[src/rtl/ntts_pkg.sv]
// Shared types and constants of the note table tone sequencer.
package ntts_pkg;

  // Field widths of the input and result words.
  localparam int unsigned IndexW    = 5;
  localparam int unsigned NoteW     = 8;
  localparam int unsigned DurationW = 16;

  // Default song table depth and the reset value of the gap length register.
  localparam int unsigned SongDepthDefault = 32;
  localparam logic [NoteW-1:0] GapLengthReset = 8'd200;

  // Operation carried by an input word.
  typedef enum logic {
    OP_TICK  = 1'b0,
    OP_WRITE = 1'b1
  } opcode_e;

  // One song table entry: counter reload and length in half-periods.
  typedef struct packed {
    logic [NoteW-1:0]     note;
    logic [DurationW-1:0] len;
  } entry_t;

  // One result word.
  typedef struct packed {
    logic              sound;
    logic [IndexW-1:0] index;
    logic              gap;
  } result_t;

endpackage

[src/rtl/note_table_tone_sequencer.sv]
// Square-wave melody player built around a song table memory.
//
// Usage: input words arrive on in_valid_i/in_ready_o. A word with opcode_i
// set writes entry entry_index_i of the song table (note reload and length);
// indexes at or above SongDepth are dropped. A word with opcode_i clear is one
// prescaled tick; with sound_enable_i set it advances the 8-bit tick counter,
// and a counter wrap runs one sequencer step (toggle, count down, gap, next
// note, restart on a zero entry). Every input word yields exactly one result
// word (sound_out_o, playing_index_o, in_gap_o) on out_valid_o/out_ready_o.
// The result is registered into the output register, or into the skid stage
// while the output word is held. Throughput is one word per cycle, except that
// a step that moves on to the next table entry holds in_ready_o low while the
// entry after it is read from the registered song memory read port. A stalled
// receiver is absorbed by a one-word skid stage; when that fills, in_ready_o
// drops. The user must write gap_length through cfg_we_i/cfg_wdata_i only
// while the block is idle; the block does not enforce it. Reset clears all
// state, the table valid bits and output stages, and sets gap_length to 200.
module note_table_tone_sequencer
  import ntts_pkg::*;
#(
  parameter int unsigned SongDepth = SongDepthDefault
) (
  input  logic                 clk_i,
  input  logic                 rst_ni,
  input  logic                 cfg_we_i,
  input  logic [NoteW-1:0]     cfg_wdata_i,
  input  logic                 in_valid_i,
  output logic                 in_ready_o,
  input  logic                 opcode_i,
  input  logic                 sound_enable_i,
  input  logic [IndexW-1:0]    entry_index_i,
  input  logic [NoteW-1:0]     entry_note_i,
  input  logic [DurationW-1:0] entry_duration_i,
  output logic                 out_valid_o,
  input  logic                 out_ready_i,
  output logic                 sound_out_o,
  output logic [IndexW-1:0]    playing_index_o,
  output logic                 in_gap_o
);

  localparam int unsigned IdxW = $clog2(SongDepth);
  localparam logic [IdxW-1:0] LastIdx = IdxW'(SongDepth - 1);

  // Position after p, wrapping at the end of the table.
  function automatic logic [IdxW-1:0] inc_pos(input logic [IdxW-1:0] p);
    if (p == LastIdx) begin
      return '0;
    end
    return p + 1'b1;
  endfunction

  // Song memory, its valid bits and its registered read port.
  entry_t                 mem_q [SongDepth];
  logic   [SongDepth-1:0] valid_q;
  entry_t                 rd_data_q;
  logic                   rd_valid_q;
  logic   [IdxW-1:0]      rd_addr;
  logic                   wr_en;
  logic   [IdxW-1:0]      wr_idx;
  entry_t                 wr_entry;

  // Sequencer state and cached table entries.
  logic [NoteW-1:0]     gap_len_q, gap_len_d;
  logic [NoteW-1:0]     tick_q, tick_d;
  logic [IdxW-1:0]      pos_q, pos_d;
  logic [DurationW-1:0] rc_q, rc_d;
  logic                 gap_q, gap_d;
  logic                 lvl_q, lvl_d;
  entry_t               cur_q, cur_d;   // entry at pos_q
  entry_t               nxt_q, nxt_d;   // entry after pos_q
  entry_t               e0_q, e0_d;     // entry 0
  entry_t               e1_q, e1_d;     // entry 1
  logic                 fetch_q, fetch_d;

  // Step intermediates.
  logic                 accept;
  logic                 in_range;
  logic                 restart;
  logic [IdxW-1:0]      p1, p2;
  logic [DurationW-1:0] rc1, rc2;
  entry_t               ent1, nxt1, ent2;
  logic                 gap2;
  logic                 moved;

  // Output register and skid stage.
  result_t res;
  result_t out_q, skid_q;
  logic    out_valid_q, skid_valid_q;
  logic    out_take;

  assign accept   = in_valid_i & in_ready_o;
  assign in_range = {4'b0, entry_index_i} < 9'(SongDepth);
  assign wr_idx   = IdxW'(entry_index_i);
  assign wr_entry = '{note: entry_note_i, len: entry_duration_i};

  // Next-state logic: table writes with cache forwarding, ticks and steps.
  always_comb begin
    tick_d  = tick_q;
    pos_d   = pos_q;
    rc_d    = rc_q;
    gap_d   = gap_q;
    lvl_d   = lvl_q;
    cur_d   = cur_q;
    nxt_d   = nxt_q;
    e0_d    = e0_q;
    e1_d    = e1_q;
    fetch_d = 1'b0;
    wr_en   = 1'b0;

    // First half of the step: a zero note restarts at entry 0.
    restart = (cur_q.note == '0);
    p1      = restart ? '0 : pos_q;
    rc1     = restart ? e0_q.len : rc_q;
    ent1    = restart ? e0_q : cur_q;
    nxt1    = restart ? e1_q : nxt_q;

    // Count expired: leave the gap for the next entry, or enter the gap.
    p2    = p1;
    rc2   = rc1;
    ent2  = ent1;
    gap2  = gap_q;
    moved = 1'b0;
    if (rc1 == '0) begin
      if (gap_q) begin
        gap2  = 1'b0;
        p2    = inc_pos(p1);
        ent2  = nxt1;
        rc2   = nxt1.len;
        moved = 1'b1;
      end else begin
        gap2 = 1'b1;
        rc2  = DurationW'(gap_len_q);
      end
    end
    rd_addr = inc_pos(p2);

    // The fetched entry lands in the next-entry cache.
    if (fetch_q) begin
      nxt_d = rd_valid_q ? rd_data_q : '0;
    end

    if (accept) begin
      if (opcode_i == OP_WRITE) begin
        if (in_range) begin
          wr_en = 1'b1;
          if (wr_idx == pos_q) begin
            cur_d = wr_entry;
          end
          if (wr_idx == inc_pos(pos_q)) begin
            nxt_d = wr_entry;
          end
          if (wr_idx == '0) begin
            e0_d = wr_entry;
          end
          if (wr_idx == IdxW'(1)) begin
            e1_d = wr_entry;
          end
        end
      end else if (sound_enable_i) begin
        tick_d = tick_q + 1'b1;
        if (tick_q == '1) begin
          lvl_d = lvl_q ^ (~gap_q & (ent1.note != '0));
          gap_d = gap2;
          if (ent2.len == '0) begin
            // End of song: back to entry 0, counter runs free.
            pos_d = '0;
            rc_d  = e0_q.len;
            cur_d = e0_q;
            nxt_d = e1_q;
          end else begin
            tick_d = gap2 ? gap_len_q : ent2.note;
            pos_d  = p2;
            rc_d   = rc2 - 1'b1;
            cur_d  = ent2;
            if (moved) begin
              fetch_d = 1'b1;
            end else begin
              nxt_d = nxt1;
            end
          end
        end
      end
    end
  end

  assign res = '{sound: lvl_d, index: IndexW'(pos_d), gap: gap_d};

  // Song memory write and read ports.
  always_ff @(posedge clk_i) begin
    if (wr_en) begin
      mem_q[wr_idx] <= wr_entry;
    end
    rd_data_q  <= mem_q[rd_addr];
    rd_valid_q <= valid_q[rd_addr];
  end

  // Valid bits: an entry never written reads as zero.
  always_ff @(posedge clk_i or negedge rst_ni) begin
    if (!rst_ni) begin
      valid_q <= '0;
    end else if (wr_en) begin
      valid_q[wr_idx] <= 1'b1;
    end
  end

  // Sequencer state registers.
  always_ff @(posedge clk_i or negedge rst_ni) begin
    if (!rst_ni) begin
      gap_len_q <= GapLengthReset;
      tick_q    <= '0;
      pos_q     <= '0;
      rc_q      <= '0;
      gap_q     <= 1'b0;
      lvl_q     <= 1'b0;
      cur_q     <= '0;
      nxt_q     <= '0;
      e0_q      <= '0;
      e1_q      <= '0;
      fetch_q   <= 1'b0;
    end else begin
      gap_len_q <= gap_len_d;
      tick_q    <= tick_d;
      pos_q     <= pos_d;
      rc_q      <= rc_d;
      gap_q     <= gap_d;
      lvl_q     <= lvl_d;
      cur_q     <= cur_d;
      nxt_q     <= nxt_d;
      e0_q      <= e0_d;
      e1_q      <= e1_d;
      fetch_q   <= fetch_d;
    end
  end

  assign gap_len_d = cfg_we_i ? cfg_wdata_i : gap_len_q;

  // Output register with a skid stage behind it.
  assign out_take   = out_valid_q & out_ready_i;
  assign in_ready_o = ~skid_valid_q & ~fetch_q;

  always_ff @(posedge clk_i or negedge rst_ni) begin
    if (!rst_ni) begin
      out_valid_q  <= 1'b0;
      skid_valid_q <= 1'b0;
    end else if (out_take || !out_valid_q) begin
      if (skid_valid_q) begin
        out_valid_q  <= 1'b1;
        skid_valid_q <= 1'b0;
      end else begin
        out_valid_q <= accept;
      end
    end else if (accept) begin
      skid_valid_q <= 1'b1;
    end
  end

  always_ff @(posedge clk_i) begin
    if (out_take || !out_valid_q) begin
      out_q <= skid_valid_q ? skid_q : res;
    end else if (accept) begin
      skid_q <= res;
    end
  end

  assign out_valid_o     = out_valid_q;
  assign sound_out_o     = out_q.sound;
  assign playing_index_o = out_q.index;
  assign in_gap_o        = out_q.gap;

  // The skid stage only fills behind a held output word.
  assert property (@(posedge clk_i) disable iff (!rst_ni)
    skid_valid_q |-> out_valid_q)
    else $error("skid word present without an output word");

  // A memory fetch only follows an accepted tick word.
  assert property (@(posedge clk_i) disable iff (!rst_ni)
    fetch_q |-> $past(accept) && ($past(opcode_i) == OP_TICK))
    else $error("entry fetch without a preceding tick");

  // The playing position stays inside the table.
  assert property (@(posedge clk_i) disable iff (!rst_ni)
    pos_q <= LastIdx)
    else $error("playing position beyond the table");

endmodule

[config.mk]
export PLATFORM = sky130hd
export DESIGN_NAME = note_table_tone_sequencer
export DESIGN_NICKNAME = d
export VERILOG_FILES = /design/src/rtl/ntts_pkg.sv /design/src/rtl/note_table_tone_sequencer.sv
export SDC_FILE = /design/constraint.sdc
export NUM_CORES = 1
export LEC_CHECK = 0
export BUFFER_PORTS_ARGS = -buffer_cell sky130_fd_sc_hd__clkbuf_2
export CAP_MARGIN = 10
export CORE_MARGIN = 5
export CORE_UTILIZATION = 35
export CTS_BUF_LIST = sky130_fd_sc_hd__clkbuf_8 sky130_fd_sc_hd__clkbuf_16
export CTS_CLUSTER_SIZE = 24
export DETAILED_ROUTE_END_ITERATION = 8
export PLACE_DENSITY = 0.52
export SYNTH_ARGS = -nofsm -noshare
export SYNTH_HDL_FRONTEND = slang
export SYNTH_SLANG_ARGS = --single-unit
[constraint.sdc]
create_clock -name clk_i -period 5.5 [get_ports clk_i]
set_clock_uncertainty 0.15 [all_clocks]
set_input_delay 1.65 -clock clk_i [delete_from_list [all_inputs] [get_ports clk_i]]
set_output_delay 1.65 -clock clk_i [all_outputs]
set_load 0.01 [all_outputs]
# Yosys cells after proc, flatten, opt, wreduce, memory -nomap -nowiden
# Memory sizes are Yosys's and may differ from the RTL's. A register that Yosys moved wholly into a read port is not among the register bits.
# Cells that the tools add are included.
totals:
  in_bits: 44
  word_cells: 148
  mem_count: 1
  register_bits: 185
  ram_bits: 768
op_classes:
  eq_ne: 8
  add_sub_neg: 5
  n_reduce_logical: 17
  n_lt_le_gt_ge: 3
  mux: 78
  bitwise: 11
memory_table:
  columns: ["memory", "depth", "width", "rd", "rd_clocked_by_memory_dff", "write_ports", "line_no", "rtl"]
  rows:
  - ["mem_q", 32, 24, 1, 1, 1, "note_table_tone_sequencer.sv:53", "entry_t mem_q [SongDepth];"]
op_table:
  columns: ["op", "n"]
  rows:
  - ["two-way mux 24 bit", 18]
  - ["two-way mux 5 bit", 16]
  - ["two-way mux 16 bit", 4]
  - ["two-way mux 1 bit", 34]
  - ["zero test 16 bit", 2]
  - ["OR 32 bit", 1]
  - ["two-way mux 8 bit", 3]
  - ["subtractor 16 x 1 -> 16 bit, second input constant", 1]
  - ["adder 5 x 1 -> 5 bit, second input constant", 3]
  - ["== test 5 bit, second input constant", 3]
  - ["less-than comparator 5 x 6 -> 1 bit, second input constant", 2]
  - ["== test 5 bit", 2]
  - ["AND reduction 3 bit", 3]
  - ["adder 8 x 1 -> 8 bit, second input constant", 1]
  - ["== test 8 bit, second input constant", 1]
  - ["zero test 8 bit", 1]
  - ["AND reduction 4 bit", 2]
  - ["nonzero test 8 bit", 1]
  - ["two-way mux 7 bit", 1]
  - ["nonzero test 2 bit", 3]
  - ["binary-select mux 1 bit (select 5 bit)", 1]
  - ["demux 1 bit (select 5 bit)", 1]
  - ["== test 5 x 1 -> 1 bit, second input constant", 1]
  - ["greater-or-equal comparator 5 x 1 -> 1 bit, second input constant", 1]
  - ["9 further kinds", 16]

# Logic depth before layout (Yosys ltp)
# Gate-level depths: netlist (run 1).
logic_depth:
  word_depth: 15
  mapped_depth: 25
  depth_no_buf: 19

# Worst setup path before layout (run 1)
# No wires, ideal clock.
synth_path:
  path_kind: "register -> register"
  from: "register cur_q[18] in the netlist's numbering"
  to: "register, netlist name rd_data_q[2]"
  period_less_slack_ns: 5.750
  setup_ns: 0.138
  setup_slack_ns: -0.250
  path_stages_with_launch: 25
  t_required_ns: 5.212
  arrival_ns: 5.463
  path_cell_list: "dfrtp_1 or4_1 clkbuf_1 nor2_1 buf_2 buf_1 buf_1 clkbuf_1 buf_1 nor2_1 ha_1 nor2b_1 a41oi_1 a31oi_1 nand2_1 nor2_1 ha_1 clkbuf_1 a221o_1 clkbuf_1 buf_2 mux4_2 mux2i_1 o22a_1 o221ai_1"
synth_via:
  elab_chain_len: 12
synth_rtl:
  columns: ["item", "line_no", "rtl"]
  rows:
  - ["start: declaration", "note_table_tone_sequencer.sv:69", "entry_t cur_q, cur_d;"]
  - ["start signal: assignment", "note_table_tone_sequencer.sv:227", "cur_q <= cur_d;"]
  - ["zero test 8 bit (*)", "note_table_tone_sequencer.sv:111", "restart = (cur_q.note == '0);"]
  - ["two-way mux 5 bit", "note_table_tone_sequencer.sv:112", "p1 = restart ? '0 : pos_q;"]
  - ["== test 5 bit", "note_table_tone_sequencer.sv:46", "if (p == LastIdx) begin"]
  - ["two-way mux 1 bit", "note_table_tone_sequencer.sv:46", null]
  - ["two-way mux 1 bit", "note_table_tone_sequencer.sv:124", "if (gap_q) begin"]
  - ["two-way mux 1 bit", "note_table_tone_sequencer.sv:123", "if (rc1 == '0) begin"]
  - ["two-way mux 5 bit", "note_table_tone_sequencer.sv:49", "return p + 1'b1;"]
  - ["two-way mux 5 bit", "note_table_tone_sequencer.sv:124", null]
  - ["two-way mux 5 bit (*)", "note_table_tone_sequencer.sv:123", null]
  - ["parallel branches: the longest is 2 deep, another holds adder 5 x 1 -> 5 bit", null, null]
  - ["two-way mux 5 bit (*)", "note_table_tone_sequencer.sv:49", null]
# Every way passes the cells marked *. The select of a mux whose other input is x is not followed.
# A chain may end at the register's enable or synchronous reset.

# Final worst setup path (run 1)
layout_path:
  from: "register cur_q[22] in the netlist's numbering"
  to: "register, netlist name rd_data_q[3]"
layout_via:
  elab_chain_len: 12
layout_rtl:
  columns: ["item", "line_no"]
  rows:
  - ["zero test 8 bit (*)", "note_table_tone_sequencer.sv:111"]
  - ["two-way mux 5 bit", "note_table_tone_sequencer.sv:112"]
  - ["== test 5 bit", "note_table_tone_sequencer.sv:46"]
  - ["two-way mux 1 bit", "note_table_tone_sequencer.sv:46"]
  - ["two-way mux 1 bit", "note_table_tone_sequencer.sv:124"]
  - ["two-way mux 1 bit", "note_table_tone_sequencer.sv:123"]
  - ["two-way mux 5 bit", "note_table_tone_sequencer.sv:49"]
  - ["two-way mux 5 bit", "note_table_tone_sequencer.sv:124"]
  - ["two-way mux 5 bit (*)", "note_table_tone_sequencer.sv:123"]
  - ["parallel branches: the longest is 2 deep, another holds adder 5 x 1 -> 5 bit", null]
  - ["two-way mux 5 bit (*)", "note_table_tone_sequencer.sv:49"]
# Marks and branches as above.

==> results of run 1 <==
## routing by layer
metal,global-route usage (%),part of all wire (%),up-vias
met4,5.28,2.3,0
met3,2.97,6.5,177
met1,26.8,44,12665
met5,0,0,-
li1,-,-,10243
met2,30.1,47,870
## synth_stat cells, types with 13 or more instances
master    count
o211ai_1     15
mux2_2       34
o22a_1       26
dfrtp_1     167
o21ai_0      81
nor2_1      116
nor2b_1      29
o21ai_1      13
edfxtp_1    782
o31ai_1      17
mux2i_1     135
a311oi_1     18
buf_2        26
nand3_1      38
clkbuf_1    119
mux4_2      200
nor3_1       36
or2_2        35
nor4_1       22
a21oi_1      86
o221ai_1     51
dfxtp_1      25
nand2_1     247
a31oi_1      24
## how the worst max path moves through the flow
stage / slack (ns) / end / cells after the start / from
final: 0.46 / rd_data_q[3]$_DFF_P_ / 14 / cur_q[22]$_DFFE_PN0P_
after global routing: 0.1 / rd_data_q[3]$_DFF_P_ / 19 / cur_q[18]$_DFFE_PN0P_
after CTS: 0.39 / rd_data_q[3]$_DFF_P_ / 15 / e0_q[5]$_DFFE_PN0P_
after detailed placement: 0.45 / rd_data_q[9]$_DFF_P_ / 15 / e0_q[5]$_DFFE_PN0P_
after global placement: 0.40 / rd_data_q[19]$_DFF_P_ / 18 / cur_q[22]$_DFFE_PN0P_
after floorplan: 0.08 / rd_data_q[2]$_DFF_P_ / 24 / cur_q[18]$_DFFE_PN0P_
## kinds of logic (layout without fill, tap and decap cells)
logic type | after synthesis | count (layout) | share of synthesized area, %
multiplexers | 369 | 369 | 15.3
AO/OA/AOI/OAI | 407 | 407 | 6.76
XOR/XNOR | 20 | 20 | 0.428
adder cells (fa/ha/maj) | 9 | 9 | 0.275
AND/OR/NAND/NOR | 576 | 576 | 6.47
flip-flops | 977 | 977 | 69.1
buffers and inverters | 175 | 365 | 1.73
## registers in the layout, summed over array words and instances, names as in the netlist, 16 cells and up
signal     flops
rd_data_q     24
rc_q          16
e1_q          24
nxt_q         24
e0_q          24
valid_q       32
cur_q         24
mem_q        768
## worst register-to-register path, delay by kind of cell, from the launching register on
family	cells	cell delay, ns
AND/OR/NAND/NOR	3	0.94
XOR/XNOR	1	0.25
adder cells (fa/ha/maj)	2	0.41
multiplexers	2	0.78
buffers and inverters	2	0.78
flip-flops	1	0.41
AO/OA/AOI/OAI	4	1.16
## stage by stage
stage	instance area, um2	utilization (%)	instances	total power, mW
2_1_floorplan	40900	-	2533	10.0
3_3_place_gp	43800	37.7	4056	11.0
3_5_place_dp	43800	37.7	4056	11.0
4_1_cts	47200	40.7	4247	18.1
5_1_grt	47200	40.7	4247	18.6
6_report	47200	40.7	4247	17.9
## final cells by class
type                            instances  area (um2)  area share [%]
Sequential cell                       977       28200            59.8
Clock inverter                         79         764            1.62
Clock buffer                          112        2680            5.67
Inverter                               14        52.6           0.111
Multi-Input combinational cell       1381       12300            25.9
Tap cell                             1524        1910            4.04
Timing Repair Buffer                  160        1340            2.84
## power breakdown
| part | leakage, nW | internal [mW] | switching (mW) |
|---|---|---|---|
| sequential | 9.48 | 8.23 | 0.241 |
| clock | 1.76 | 4.12 | 2.90 |
| combinational | 5.08 | 0.919 | 1.50 |
==> run_results.csv, run 1 <==
group,metric,value,unit
status,outcome,"finished clean",
yosys,synth_warnings,0,
detailed_routing,wl_per_cell,27.3,um
yosys,synth.cell_area,40900,um2
flow_run,maxCapViolations,0,
clock_tree,cts_inserted_buffers,101,
detailed_routing,wl,116000,um
detailed_routing,drt_iter0_markers,2296,
yosys,synth.distinct_cells,70,
global_routing,grt_overflow,0,
yosys,synth_edf_count,782,
sta,setup_viol,0,
critical_path,start_kind,"register",
critical_path,r2r_slack,0.46,ns
critical_path,critical_path_arrival,5.40,ns
clock_tree,cts_resized,0,
clock_tree,cts_sinks,977,
placement,dp_slack,0.454,ns
floorplan,dieArea,124000,um2
clock_tree,cts_htree_levels,3,
yosys,synthFlopType,"edfxtp_1",
cells_and_area,nFillCells,10456,
sta,fin_ws,0.456,ns
yosys,synth-seq-cells,977,
clock_tree,clk_path_buf_depth,3,
sta,rsz0062_at_grt,"false",
yosys,yosys.area.top_type_share,57.4,%
critical_path,path_delay_family,"compound AO/OA/AOI/OAI gates",
floorplan,initial_core_util,35.2,%
critical_path,cp_cell_sequence,"or4_1 -> o21ai_1 -> o32a_1 -> xnor2_1 -> ha_4 -> nand2_1 -> nor2_1 -> ha_1 -> a221o_4 -> buf_12 -> buf_4 -> mux4_2 -> mux2i_1 -> o221ai_1",
placement,place_hpwl,70200,um
yosys,async_flop_share,17.4,%
cells_and_area,syn_to_final_growth,15.5,%
critical_path,reg2reg_depth,14,
sta,relSlewSlack,25.4,%
pwr,power_leakage,16.3,nW
detailed_routing,ant_nets,0,
floorplan,num_rows,125,
pwr,peakVddDrop,0.000222,V
worst_hold_path,min_path_type,"reg2reg",
cells_and_area,nets,2688,
sta,tns,0,ns
worst_hold_path,min_to,"valid_q[26]$_DFFE_PN0P_",
worst_hold_path,hp-start,"valid_q[26]$_DFFE_PN0P_",
yosys,synthTopCellsByArea,"edfxtp_1 57%, mux4_2 11%, dfrtp_1 10%, mux2i_1 3.3%, nand2_1 2.3%",
placement,portBuffers,52,
sta,worstMarginPinSlew,1.12,ns
critical_path,reg2reg_from,"cur_q[22]$_DFFE_PN0P_",
sta,slew_viol_final,0,
clock_tree,ctsHoldBuffers,0,
critical_path,r2r_end,"rd_data_q[3]$_DFF_P_",
critical_path,cp_max_fo,46,
clock_tree,cts_tree,"built",
floorplan,die_width,352,um
floorplan,ios,53,
floorplan,chipHeight,352,um
clock_tree,post_cts_buffers,0,
global_routing,grt_max_degree,99,
detailed_routing,vias,23955,
sta,fin_crit_sh,91.7,%
yosys,seq_area_frac_synth,69.1,%
floorplan,core_area,116000,um2
sta,hold_viol_final,0,
yosys,syn_inst,2533,
pwr,p_per_area,379,nW/um2
global_routing,antenna_found_initial,0,
detailed_routing,route.detailed.drc,0,
critical_path,critPathBufInv,2,
critical_path,crit_required,5.86,ns
sta,min_period,5.04,ns
sta,fmax,198,MHz
placement,gp_congestion,0.875,
detailed_routing,first_pass_iters,7,
global_routing,grt_pass1_wl,171000,um
clock_tree,clock_latency,0.68,ns
critical_path,slowest_stage,"or4_1",
global_routing,grtUsageTotal,18.8,%
cells_and_area,final_common_cell,"edfxtp_1",
sta,whs,0.314,ns
clock_tree,root_buffer,"clkbuf_16",
yosys,postSynthAreaPerCell,16.1,um2
cells_and_area,layout-drive-gt1-share,23.4,%
critical_path,cpPeakStageDelay,0.78,ns
yosys,synth_area_leader_cell,"edfxtp_1",
yosys,synthesis.nets,2586,
clock_tree,path_clk_slew,0.06,ns
cells_and_area,antenna_cells,0,
worst_hold_path,worst_hold_path.num_cells,1,
detailed_routing,viasPerCell,5.64,
global_routing,grt_pass1_vias,24542,
cells_and_area,layout_common_cells,"782 x edfxtp_1, 246 x nand2_1, 200 x mux4_2",
critical_path,critical_path.endpoint_type,"register",
critical_path,path_class,"reg2reg",
No activity file was read; power rests on OpenSTA's default activity.
==> run 2, diff against run 1 <==
--- a/config.mk
+++ b/config.mk
@@ -5,9 +5,11 @@
 export SDC_FILE = /design/constraint.sdc
 export NUM_CORES = 1
 export LEC_CHECK = 0
+export ABC_CLOCK_PERIOD_IN_PS = 5500
 export BUFFER_PORTS_ARGS = -buffer_cell sky130_fd_sc_hd__clkbuf_2
 export CAP_MARGIN = 10
-export CORE_MARGIN = 5
+export CORE_ASPECT_RATIO = 0.8
+export CORE_MARGIN = 1.5
 export CORE_UTILIZATION = 35
 export CTS_BUF_LIST = sky130_fd_sc_hd__clkbuf_8 sky130_fd_sc_hd__clkbuf_16
 export CTS_CLUSTER_SIZE = 24
==> run_results.csv, run 2 (same netlist as run 1, synthesis figures left out) <==
group,metric,value,unit
detailed_routing,viasPerCell,5.76,
clock_tree,cts_sinks,977,
pwr,p_int,13.0,mW
detailed_routing,ant_nets,0,
detailed_routing,first_pass_iters,6,
global_routing,grt_overflow,0,
global_routing,grt_max_degree,92,
global_routing,antenna_found_initial,5,
cells_and_area,largest_register_ffs,768,
cells_and_area,utilization,41.0,%
clock_tree,cts_resized,0,
pwr,switching_power,4.69,mW
critical_path,start_kind,"register",
detailed_routing,wl_per_cell,28.3,um
critical_path,cpPeakStageDelay,0.45,ns
critical_path,slowest_stage,"buf_4",
floorplan,num_rows,111,
floorplan,initial_core_util,35.5,%
placement,portBuffers,52,
status,outcome,"finished clean",
cells_and_area,layout-drive-gt1-share,24.0,%
clock_tree,post_cts_buffers,0,
detailed_routing,drt_iter0_markers,2692,
clock_tree,cts_tree,"built",
global_routing,grt_pass1_vias,24262,
global_routing,grt_pass1_wl,176000,um
pwr,peakVddDrop,0.000266,V
cells_and_area,nets,2702,
detailed_routing,route.detailed.drc,0,
critical_path,crit_required,5.87,ns
critical_path,cp_cell_sequence,"nor4_2 -> nand2_2 -> and2_0 -> ha_1 -> nand3_1 -> nor2_1 -> ha_1 -> nor2b_1 -> a41oi_1 -> a31oi_1 -> buf_4 -> a21boi_0 -> mux2i_4 -> buf_12 -> or2_2 -> buf_4 -> o221ai_1",
floorplan,die_width,385,um
pwr,pwr-share-clk,38.2,%
floorplan,chipHeight,309,um
floorplan,core_area,115000,um2
worst_hold_path,worst_hold_path.num_cells,1,
clock_tree,cts_htree_levels,3,
clock_tree,clock_latency,0.70,ns
placement,gp_congestion,0.908,
cells_and_area,antenna_cells,0,
pwr,combPwrFrac,13.9,%
floorplan,dieArea,119000,um2
pwr,power.share.sequential,47.9,%
sta,tns,0,ns
clock_tree,cts_inserted_buffers,95,
worst_hold_path,min_path_type,"reg2reg",
global_routing,grtUsageTotal,20.4,%
clock_tree,clk_path_buf_depth,3,
sta,rsz0062_at_grt,"false",
sta,setup_viol,0,
clock_tree,path_clk_slew,0.07,ns
pwr,power.share.switching,26.5,%
placement,place_hpwl,74300,um
detailed_routing,vias,24501,
cells_and_area,final_common_cell,"edfxtp_1",
cells_and_area,syn_to_final_growth,15.6,%
clock_tree,ctsHoldBuffers,0,
sta,fmax,194,MHz
sta,fin_crit_sh,93.9,%
critical_path,critical_path_arrival,5.54,ns
critical_path,reg2reg_depth,17,
detailed_routing,wl,121000,um
clock_tree,root_buffer,"clkbuf_16",
sta,relSlewSlack,27.1,%
flow_run,maxCapViolations,0,
floorplan,ios,53,
pwr,p_per_area,375,nW/um2
pwr,power_leakage,16.4,nW
sta,worstMarginPinSlew,1.09,ns
sta,slew_viol_final,0,
cells_and_area,largest-register,"mem_q",
sta,hold_viol_final,0,
cells_and_area,reg_top3,"mem_q: 768 flops, valid_q: 32 flops",
critical_path,critical_path.endpoint_type,"register",
sta,min_period,5.16,ns
critical_path,cp_max_fo,48,
critical_path,path_class,"reg2reg",
cells_and_area,layout_common_cells,"782 x edfxtp_1, 246 x nand2_1, 200 x mux4_2",
## run 2: cell types whose count changed in the layout (fill, tap and decap cells not counted), sizes merged
cell / previous run / this run
buf: 109 / 129
bufinv: 13 / 8
clkinvlp: 6 / 1
inv: 44 / 39
clkbuf: 163 / 166
clkinv: 30 / 31
## run 2: layer usage
layer	global-route usage [%]	routed length (um)
met1	30.7	55700
met3	3.82	8520
met4	4.08	2340
met5	0	23
met2	30.7	54000
## run 2: area by class of cell
type	count	area, um2
clock buffer	115	2700
clock inverter	65	568
fill	10251	67900
inverter	14	52.6
multi-input combinational	1381	12300
sequential	977	28200
tap	1525	1910
timing repair buffer	180	1540
## run 2: worst paths after layout
| kind | start | endpoint | slack [ns] |
|---|---|---|---|
| worst max-delay path | cur_q[22]$_DFFE_PN0P_ | rd_data_q[15]$_DFF_P_ | 0.34 |
| worst min-delay path | valid_q[17]$_DFFE_PN0P_ | valid_q[17]$_DFFE_PN0P_ | 0.31 |
| worst max register to register | cur_q[22]$_DFFE_PN0P_ | rd_data_q[15]$_DFF_P_ | 0.34 |
| worst min register to register | valid_q[17]$_DFFE_PN0P_ | valid_q[17]$_DFFE_PN0P_ | 0.31 |
| max in group asynchronous | rst_ni | valid_q[7]$_DFFE_PN0P_ | 3.31 |
| min in group asynchronous | rst_ni | tick_q[3]$_DFFE_PN0P_ | 0.88 |
## run 2: power groups by stage
stage          combinational [mW]  clock (mW)  sequential, mW
4_1_cts                      2.43        6.89            8.48
3_5_place_dp                 2.42           0            8.63
3_3_place_gp                 2.37           0            8.63
6_report                     2.46        6.76            8.48
2_1_floorplan                1.56           0            8.49
5_1_grt                      2.64        7.16            8.50
## run 2: critical path, delay by kind of cell (launching register included)
kind	cells	cell delay (ns)
buffers and inverters	3	1.03
AOI/OAI and AO/OA	4	1.04
muxes	1	0.36
and+or+nand+nor	7	1.43
DFF	1	0.42
adders and majority gates	2	0.49
## run 2: through the flow
step,power (mW),hold slack [ns],setup slack (ns),cell area (um2),cells
after detailed placement,11.1,0.299,0.338,43900,4071
after floorplan,10.0,0.279,0.0774,40900,2533
after global placement,11.0,0.294,0.275,43900,4071
after global routing,18.3,0.319,0.0437,47300,4257
final,17.7,0.314,0.337,47300,4257
after CTS,17.8,0.315,0.269,47200,4251
==> run 3, diff against run 2 <==
--- a/config.mk
+++ b/config.mk
@@ -14,7 +14,6 @@
 export CTS_BUF_LIST = sky130_fd_sc_hd__clkbuf_8 sky130_fd_sc_hd__clkbuf_16
 export CTS_CLUSTER_SIZE = 24
 export DETAILED_ROUTE_END_ITERATION = 8
-export PLACE_DENSITY = 0.52
 export SYNTH_ARGS = -nofsm -noshare
 export SYNTH_HDL_FRONTEND = slang
 export SYNTH_SLANG_ARGS = --single-unit
==> run_results.csv, run 3 (same netlist as run 1, synthesis figures left out) <==
group,metric,value,unit
cells_and_area,nFillCells,10191,
critical_path,critPathBufInv,1,
sta,setup_viol,0,
pwr,p_int,13.1,mW
pwr,peakVddDrop,0.000337,V
detailed_routing,ant_nets,0,
critical_path,path_delay_family,"simple AND/OR/NAND/NOR gates",
global_routing,antenna_found_initial,6,
sta,fin_crit_sh,94.1,%
cells_and_area,layout-drive-gt1-share,23.5,%
sta,whs,0.318,ns
clock_tree,clock_latency,0.70,ns
sta,fmax,193,MHz
placement,place_hpwl,71000,um
placement,portBuffers,52,
pwr,combPwrFrac,13.6,%
status,outcome,"finished clean",
critical_path,reg2reg_from,"cur_q[18]$_DFFE_PN0P_",
sta,min_period,5.17,ns
detailed_routing,drt_iter0_markers,2973,
cells_and_area,reg_top3,"mem_q: 768 flops, valid_q: 32 flops",
global_routing,grt_max_degree,85,
sta,tns,0,ns
flow_run,maxCapViolations,0,
sta,rsz0062_at_grt,"false",
pwr,p_per_area,377,nW/um2
cells_and_area,largest-register,"mem_q",
detailed_routing,vias,24475,
detailed_routing,viasPerCell,5.77,
cells_and_area,syn_to_final_growth,15.2,%
global_routing,grtUsageTotal,19.3,%
clock_tree,root_buffer,"clkbuf_16",
global_routing,grt_pass1_vias,24589,
critical_path,cp_cell_sequence,"nor4_2 -> nand2_2 -> and2_0 -> ha_1 -> nand3_1 -> nor2_1 -> ha_1 -> nor2b_1 -> a41oi_1 -> a31oi_1 -> buf_4 -> a21boi_0 -> mux2i_4 -> or2_2 -> o221ai_1",
sta,hold_viol_final,0,
worst_hold_path,hp-start,"valid_q[10]$_DFFE_PN0P_",
global_routing,grt_overflow,0,
pwr,switching_power,4.69,mW
clock_tree,cts_htree_levels,3,
cells_and_area,nets,2688,
critical_path,critical_path_arrival,5.52,ns
clock_tree,cts_inserted_buffers,94,
detailed_routing,route.detailed.drc,0,
cells_and_area,multi_input_area,12200,um2
clock_tree,cts_sinks,977,
clock_tree,path_clk_slew,0.06,ns
sta,relSlewSlack,20.0,%
sta,worstMarginPinSlew,1.20,ns
placement,dp.cells,4064,
cells_and_area,largest_register_ffs,768,
floorplan,initial_core_util,35.5,%
critical_path,path_class,"reg2reg",
clock_tree,clk_path_buf_depth,3,
critical_path,cpPeakStageDelay,0.81,ns
floorplan,dieArea,119000,um2
floorplan,core_area,115000,um2
critical_path,r2r_end,"rd_data_q[7]$_DFF_P_",
detailed_routing,first_pass_iters,5,
cells_and_area,fin_cells,4244,
critical_path,crit_top_cell,"ha_1",
floorplan,chipHeight,309,um
placement,gp_congestion,0.929,
cells_and_area,seqCellArea,28200,um2
floorplan,ios,53,
sta,slew_viol_final,0,
floorplan,num_rows,111,
global_routing,grt_pass1_wl,169000,um
critical_path,r2r_slack,0.33,ns
detailed_routing,wl,115000,um
critical_path,critical_path.endpoint_type,"register",
critical_path,reg2reg_depth,15,
cells_and_area,layout_common_cells,"782 x edfxtp_1, 246 x nand2_1, 200 x mux4_2",
worst_hold_path,min_to,"valid_q[10]$_DFFE_PN0P_",
cells_and_area,final_common_cell,"edfxtp_1",
worst_hold_path,worst_hold_path.num_cells,1,
critical_path,cp_max_fo,25,
critical_path,start_kind,"register",
worst_hold_path,min_path_type,"reg2reg",
clock_tree,cts_tree,"built",
pwr,power.share.switching,26.4,%
floorplan,die_width,385,um
pwr,power.share.sequential,47.8,%
pwr,power_leakage,16.2,nW
detailed_routing,wl_per_cell,27.0,um
critical_path,slowest_stage,"or2_2",
critical_path,crit_required,5.85,ns
clock_tree,post_cts_buffers,0,
pwr,pwr-share-clk,38.7,%
run 3: layout make-up:
type | count | area share [%]
Antenna cell | 4 | 0.0213
Clock buffer | 97 | 5.11
Clock inverter | 79 | 1.92
Inverter | 14 | 0.112
Multi-Input combinational cell | 1381 | 25.9
Sequential cell | 977 | 60.0
Tap cell | 1525 | 4.05
Timing Repair Buffer | 167 | 2.91
run 3: how the worst max path moves through the flow:
stage	endpoint	slack, ns	cells after the start	startpoint
floorplan	rd_data_q[2]$_DFF_P_	0.08	24	cur_q[18]$_DFFE_PN0P_
global placement	rd_data_q[13]$_DFF_P_	0.33	20	cur_q[18]$_DFFE_PN0P_
detailed placement	rd_data_q[13]$_DFF_P_	0.38	20	cur_q[18]$_DFFE_PN0P_
CTS	rd_data_q[13]$_DFF_P_	0.35	20	cur_q[18]$_DFFE_PN0P_
global route	rd_data_q[22]$_DFF_P_	0.09	15	cur_q[18]$_DFFE_PN0P_
finish	rd_data_q[7]$_DFF_P_	0.33	15	cur_q[18]$_DFFE_PN0P_
run 3: routing by layer:
layer	up-vias	GRT usage [%]	share of wire (%)
met1	12803	28.1	43
met2	1221	29.5	46
met3	204	3.59	8.6
met5	-	0	0.019
li1	10243	-	-
met4	4	5.43	2.5
run 3: power by group through the flow:
stage                     sequential, mW  combinational [mW]  clock (mW)
after floorplan                     8.49                1.56           0
after global placement              8.64                2.32           0
after detailed placement            8.64                2.37           0
after CTS                           8.49                2.37        6.98
after global routing                8.51                2.58        7.26
final                               8.50                2.41        6.87
run 3: what timing repair did:
action,4_1_cts,5_1_grt
gates resized for setup,0,1
setup endpoints to repair,0,2
hold buffers,0,0
run 3: per-stage QoR:
step                util, %  instance area, um2  setup WS [ns]  power, mW
finish                 40.9               47100          0.326       17.8
global route           40.9               47100         0.0946       18.3
CTS                    40.9               47100          0.354       17.8
detailed placement     38.0               43800          0.384       11.0
global placement       38.0               43800          0.325       11.0
floorplan                 -               40900         0.0774       10.0
